===== src/hw/rtl/gradient_noise_2d_unit_defines.svh =====
// Assertion macros for the gradient noise RTL (used by gn2d_back).
// Each expects clk and arst_n in scope.
`ifndef GRADIENT_NOISE_2D_UNIT_DEFINES_SVH
`define GRADIENT_NOISE_2D_UNIT_DEFINES_SVH

// same-cycle implication
`define GN2D_ASSERT_IMP(lbl, ante, cons) \
	lbl: assert property (@(posedge clk) disable iff (!arst_n) (ante) |-> (cons)) \
		else $error("gn2d assertion failed");

// next-cycle implication
`define GN2D_ASSERT_NXT(lbl, ante, cons) \
	lbl: assert property (@(posedge clk) disable iff (!arst_n) (ante) |=> (cons)) \
		else $error("gn2d assertion failed");

`endif


===== src/hw/rtl/gn2d_pkg.sv =====
package gn2d_pkg;

	localparam int TABLE_SIZE = 256;
	localparam int IDX_W = $clog2(TABLE_SIZE);
	localparam int QDEPTH = 2;
	localparam int QPTR_W = 1;
	localparam logic [63:0] HALF_PI_Q30 = 64'd1686629713;
	localparam logic [63:0] Q30_ONE = 64'd1 << 30;

	localparam logic [1:0] ADDR_COORD_SCALE = 2'd0;
	localparam logic [23:0] COORD_SCALE_RESET = 24'd65536;

	typedef struct packed {
		logic               ev;
		logic signed [31:0] px;
		logic signed [31:0] py;
		logic [7:0]         idx;
		logic [7:0]         val;
	} gn2d_item_t;

	typedef logic [TABLE_SIZE-1:0][31:0] grad_rom_t;

	// Unit vector (sin, cos) at phase/2^32 of a turn, Q1.15; gx low half, gy high half.
	function automatic logic [31:0] make_unit(logic [31:0] phase);
		logic [63:0] t, t2, a, b, c, d, s, e, f, g, h, x, co, qs, qc;
		logic [15:0] sq, cq, gx, gy;
		t = ({34'd0, phase[29:0]} * HALF_PI_Q30) >> 30;
		t2 = (t * t) >> 30;
		a = Q30_ONE - t2 / 72;
		b = Q30_ONE - ((t2 * a) >> 30) / 42;
		c = Q30_ONE - ((t2 * b) >> 30) / 20;
		d = Q30_ONE - ((t2 * c) >> 30) / 6;
		s = (t * d) >> 30;
		e = Q30_ONE - t2 / 90;
		f = Q30_ONE - ((t2 * e) >> 30) / 56;
		g = Q30_ONE - ((t2 * f) >> 30) / 30;
		h = Q30_ONE - ((t2 * g) >> 30) / 12;
		x = ((t2 * h) >> 30) / 2;
		co = (x > Q30_ONE) ? 64'd0 : Q30_ONE - x;
		qs = (s + 64'd16384) >> 15;
		qc = (co + 64'd16384) >> 15;
		sq = (qs > 64'd32767) ? 16'd32767 : qs[15:0];
		cq = (qc > 64'd32767) ? 16'd32767 : qc[15:0];
		unique case (phase[31:30])
			2'd0: begin gx = sq; gy = cq; end
			2'd1: begin gx = cq; gy = 16'(-sq); end
			2'd2: begin gx = 16'(-sq); gy = 16'(-cq); end
			default: begin gx = 16'(-cq); gy = sq; end
		endcase
		return {gy, gx};
	endfunction

	function automatic grad_rom_t build_grad_rom();
		grad_rom_t rom;
		for (int i = 0; i < TABLE_SIZE; i++) begin
			rom[i] = make_unit(32'((64'(i) << 32) / TABLE_SIZE));
		end
		return rom;
	endfunction

	localparam grad_rom_t GRAD_ROM = build_grad_rom();

endpackage


===== src/hw/rtl/gn2d_front.sv =====
module gn2d_front import gn2d_pkg::*; (
	input  logic       clk,
	input  logic       arst_n,
	input  logic       in_valid,
	output logic       in_ready,
	input  gn2d_item_t in_item,
	output logic       q_valid,
	output gn2d_item_t q_item,
	input  logic       pop
);

	gn2d_item_t          slot_q [QDEPTH];
	logic [QPTR_W-1:0]   wr_ptr_q, rd_ptr_q;
	logic [QPTR_W:0]     cnt_q;
	logic                push;

	assign in_ready = (cnt_q != (QPTR_W+1)'(QDEPTH));
	assign push = in_valid && in_ready;
	assign q_valid = (cnt_q != '0);
	assign q_item = slot_q[rd_ptr_q];

	always_ff @(posedge clk or negedge arst_n) begin
		if (!arst_n) begin
			wr_ptr_q <= '0;
			rd_ptr_q <= '0;
			cnt_q <= '0;
		end else begin
			if (push) wr_ptr_q <= wr_ptr_q + 1'b1;
			if (pop) rd_ptr_q <= rd_ptr_q + 1'b1;
			if (push && !pop) cnt_q <= cnt_q + 1'b1;
			else if (pop && !push) cnt_q <= cnt_q - 1'b1;
		end
	end

	always_ff @(posedge clk) begin
		if (push) slot_q[wr_ptr_q] <= in_item;
	end

endmodule


===== config.mk =====
export PLATFORM = sky130hd
export DESIGN_NAME = gn2d_front
export DESIGN_NICKNAME = d
export VERILOG_FILES = /design/src/hw/rtl/gradient_noise_2d_unit_defines.svh /design/src/hw/rtl/gn2d_pkg.sv /design/src/hw/rtl/gn2d_front.sv
export SDC_FILE = /design/constraint.sdc
export NUM_CORES = 1
export LEC_CHECK = 0
export BUFFER_PORTS_ARGS = -buffer_cell sky130_fd_sc_hd__buf_2
export CAP_MARGIN = 20
export CORE_MARGIN = 10
export CORE_UTILIZATION = 52
export DETAILED_ROUTE_END_ITERATION = 12
export GPL_ROUTABILITY_DRIVEN = 0
export PLACE_DENSITY_LB_ADDON = 0.15
export RECOVER_POWER = 25
export SLEW_MARGIN = 10
export SYNTH_ARGS = -nofsm -noshare
export SYNTH_HDL_FRONTEND = slang
export SYNTH_SLANG_ARGS = --single-unit

===== constraint.sdc =====
create_clock -name clk -period 5.3 [get_ports clk]
set_input_delay 0.53 -clock clk [delete_from_list [all_inputs] [get_ports clk]]
set_output_delay 0.53 -clock clk [all_outputs]
set_load 0.1 [all_outputs]

* Yosys cells after proc, flatten, opt, wreduce, memory -nomap -nowiden
Memories as Yosys holds them, arrays and structs flattened. Cells that the tools add are included.
Storage, ports and cells: flip-flop bits (word level) 4, memory bits (writable) 162, bits of input ports 85, output and inout bits 83, logic and storage cells 20, memories 1
Operators by class: add/subtract/negate cells 4, equal/unequal tests 1, muxes and demuxes 4, reduce and logical (&&, ||, !) cells 7
Memory list:
- slot_q | words 2, bits a word 81, rd ports 1, clocked after memory_dff 0, write ports 1, line gn2d_front.sv:12 | gn2d_item_t slot_q [QDEPTH];
Operator list (number):
- 2-bit 2-to-1 mux | 2
- 2-bit nonzero test | 2
- 1-bit logical AND | 3
- 1-bit adder (second input constant) | 2
- 2-bit by 1-bit adder with 2-bit output (second input constant) | 1
- 1-bit logical NOT | 2
- 1-bit 2-to-1 mux | 2
- 2-bit != test (second input constant) | 1
- 2-bit by 1-bit subtractor with 2-bit output (second input constant) | 1

* Logic depth before layout (Yosys ltp)
depth after elaboration 6, gate-level depth with buffers 7, gate-level depth less buffers 7

* Worst setup path before layout
Ideal clock, no wire load.
kind register to register, start reg cnt_q[0], end mem slot_q[0][0] (netlist bit), enable pin, setup time 521 ps, arrival time 4869 ps, data required time 4779 ps, slack -91 ps, stages on the path, launching flop included 4, path buffers 0, clock period less this slack 5391 ps, cells stage by stage dfrtp_1 > nand2b_1 > nand2_1 > nor2_1
Between the ends: longest elaborated chain between the ends 4
Ends and longest elaborated chain:
- start: declaration | line gn2d_front.sv:14 | logic [QPTR_W:0] cnt_q;
- start signal: assignment | line gn2d_front.sv:30 | if (push && !pop) cnt_q <= cnt_q + 1'b1;
- start signal: assignment | line gn2d_front.sv:31 | else if (pop && !push) cnt_q <= cnt_q - 1'b1;
- 2-bit != test | line gn2d_front.sv:17 | assign in_ready = (cnt_q != (QPTR_W+1)'(QDEPTH));
- via in_ready | line gn2d_front.sv:5 | output logic in_ready,
- 1-bit logical AND | line gn2d_front.sv:18 | assign push = in_valid && in_ready;
- 1-bit 2-to-1 mux | line gn2d_front.sv:36 | if (push) slot_q[wr_ptr_q] <= in_item;
- 1-bit 2-to-1 mux (implied by the code) | line gn2d_front.sv:36
- end: declaration | line gn2d_front.sv:12
The timed path passes the listed nets, and every way through them passes these cells.

==> impl_metrics.env <==
export IMPL_ant_nets=0
export IMPL_hold_viol=0
export IMPL_cts_htree_levels=4
export IMPL_fill_cells=848
export IMPL_die_w_um=131
export IMPL_cp_required_ns=4.77
export IMPL_die_h_um=131
export IMPL_reg2reg_depth=3
export IMPL_status="completed"
export IMPL_finalInstanceArea_um2=7940
export IMPL_synthCells=270
export IMPL_portBuffers=167
export IMPL_cts_sinks=166
export IMPL_rows=40
export IMPL_fin_setup_tns_ns=0
export IMPL_ys_seq_area_frac=0.771
export IMPL_fin_crit_ns=3.09
export IMPL_cts_tree="built"
export IMPL_cts_made_buffers=17
export IMPL_clkLatencyLatePin_ns=0.41
export IMPL_synth_area_leaders="edfxtp_1 (76%), mux2_4 (18%), buf_12 (2.5%)"
export IMPL_initial_core_util=0.534
export IMPL_grt_pass1_vias=3388
export IMPL_final_max_slew_viol_count=0
export IMPL_dp_hpwl_um=8270
export IMPL_synthDistinctLibCells=15
export IMPL_layout_drive_gt1_share=0.596
export IMPL_synth_area_leader_cell="edfxtp_1"
export IMPL_path_clk_slew_ns=0.06
export IMPL_drc=0
export IMPL_synth_avg_cell_area_um2=23.8
export IMPL_cts_root_buffer="clkbuf_16"
export IMPL_grt_overflow=0
export IMPL_drtIter0Drc=156
export IMPL_critPathLaunchType="register"
export IMPL_die_area_um2=17200
export IMPL_final_util=0.658
export IMPL_io_pin_count=168
export IMPL_timing_final_crit_share=0.584
export IMPL_max_slew_margin=0.467
export IMPL_synth_edf_count=162
export IMPL_track_usage=0.139
export IMPL_grt_setup_unrepaired="no"
export IMPL_end_kind="primary output"
export IMPL_syn2layout_area_growth_pct=23.3
export IMPL_crit_fanout=41
export IMPL_cp_data_arrival_time_ns=2.56
export IMPL_ys_ff_latch=166
export IMPL_path_cells="buf_4 > mux2_4 > buf_2"
export IMPL_setup_viol=0
export IMPL_antenna_found_initial=1
export IMPL_cap_viol_max_count=0
export IMPL_clock_path_buffers=2
export IMPL_post_synth_top_count_cell="edfxtp_1"
export IMPL_critical_path_class="register to primary output"
export IMPL_fp_coreArea_um2=12100
export IMPL_seqCellArea_um2=4970
export IMPL_netlist_top_cells_count="edfxtp_1 (162), mux2_4 (79), buf_12 (8), dfrtp_1 (4), xor2_1 (3)"
export IMPL_dpl_instance_area_um2=7390
export IMPL_critPathSlowestCell="dfrtp_4"
export IMPL_critical_path_max_stage_delay_ns=0.95
export IMPL_ys_warn_count=0
export IMPL_synthesis_nets=356
export IMPL_syn_area_um2=6440
export IMPL_async_reset_ff_frac=0.0241
export IMPL_synth_flop_cell="edfxtp_1"
export IMPL_routed_wl_um=12000
export IMPL_ctsResizeCount=0
export IMPL_clock_skew_ns=0.00705
export IMPL_grt_max_degree=47
export IMPL_vias_per_cell=4.82
export IMPL_wl_per_cell_um=18.9
export IMPL_yosys_area_top_type_share=0.756
export IMPL_fmax_mhz=323
export IMPL_vias=3059
export IMPL_worst_pin_slew_ns=0.799
export IMPL_multi_input_area_um2=1310
export IMPL_hold_depth=1
export IMPL_drt_pass1_iterations=4
export IMPL_hold_class="primary input to register"
export IMPL_grt_pass1_wl_um=18500
export IMPL_fin_nets=539
-- path summary, 6_finish.rpt --
path | from | slack (ns) | to
hold / removal | in_item[60] | 0.30 | slot_q[1][60]$_DFFE_PP_
setup / recovery | rd_ptr_q$_DFFE_PN0P_ | 2.21 | q_item[31]
max in group asynchronous | arst_n | 4.68 | rd_ptr_q$_DFFE_PN0P_
setup reg to reg | cnt_q[0]$_DFFE_PN0P_ | 3.52 | slot_q[1][45]$_DFFE_PP_
hold reg to reg | cnt_q[1]$_DFFE_PN0P_ | 0.49 | cnt_q[1]$_DFFE_PN0P_
min in group asynchronous | arst_n | 0.49 | cnt_q[1]$_DFFE_PN0P_
-- through the flow --
step           hold slack (ns)  worst slack [ns]  cells
6_report                 0.302              2.21    635
5_1_grt                  0.287              2.09    634
4_1_cts                  0.283              2.16    633
3_5_place_dp             0.339              2.63    601
3_3_place_gp             0.338              2.64    600
2_1_floorplan            0.234              1.26    270
-- state kept, by name (all words and copies together) (netlist names) --
name,cells
slot_q,162
cnt_q,2
rd_ptr_q,1
wr_ptr_q,1
-- kinds of logic (layout without fill, tap and decap cells) --
group | after synthesis | count (layout) | synth area share
DFF | 166 | 166 | 0.771
xor gates and xnor gates | 5 | 5 | 0.00680
buffers and inverters | 11 | 206 | 0.0278
and+or+nand+nor | 6 | 6 | 0.00467
other | 0 | 2 | 0
adders and majority gates | 1 | 1 | 0.00194
muxes | 81 | 81 | 0.188
-- layer usage --
| metal | share of wire | global-route usage | vias to the layer above | routed length, µm |
|---|---|---|---|---|
| met4 | 0.017 | 0.0618 | 0 | 199 |
| met2 | 0.49 | 0.219 | 113 | 5860 |
| li1 | - | - | 1436 | - |
| met3 | 0.074 | 0.0568 | 14 | 881 |
| met1 | 0.42 | 0.164 | 1496 | 5040 |
| met5 | 0 | 0 | - | 0 |
-- layout by cell type, fill, tap and decap left out --
master,netlist,routed
clkbuf_16,0,17
nor2_4,0,1
nand2b_1,1,1
inv_1,2,2
dfrtp_4,0,1
clkinv_1,0,2
clkinvlp_4,0,3
clkbuf_1,0,9
bufinv_16,0,2
xnor2_1,2,2
or2_2,1,1
buf_16,0,1
buf_2,0,161
ha_1,1,1
nor2_1,2,1
mux2_2,2,2
buf_4,0,4
diode_2,0,2
clkinv_2,0,4
and3_4,0,1
dfrtp_1,4,3
edfxtp_1,162,162
xor2_1,3,3
dlygate4sd3_1,0,1
nand2_1,1,1
mux2_4,79,79
-- timing repair --
| item | in CTS | in global routing |
|---|---|---|
| hold buffers | 1 | 0 |
| setup buffers | 0 | 0 |
| hold endpoints to repair | 4 | 0 |
| setup endpoints to repair | 0 | 0 |
-- area by class of cell --
cell class | count | share of cell area
clock inverter | 11 | 0.0139
inverter | 2 | 0.000945
sequential | 166 | 0.626
clock buffer | 20 | 0.0550
timing repair buffer | 173 | 0.113
antenna | 2 | 0.000630
tap | 168 | 0.0265
multi-input combinational | 93 | 0.165
-- critical path: cells and delay by family, from the launching register on --
kind	cells	cell delay [ns]
multiplexers	1	0.24
buffers and inverters	2	0.93
flip-flops	1	0.95
Power is left out: the tool's default activity adds up to more than one toggle a clock period on the data nets, which glitch-free logic cannot reach.
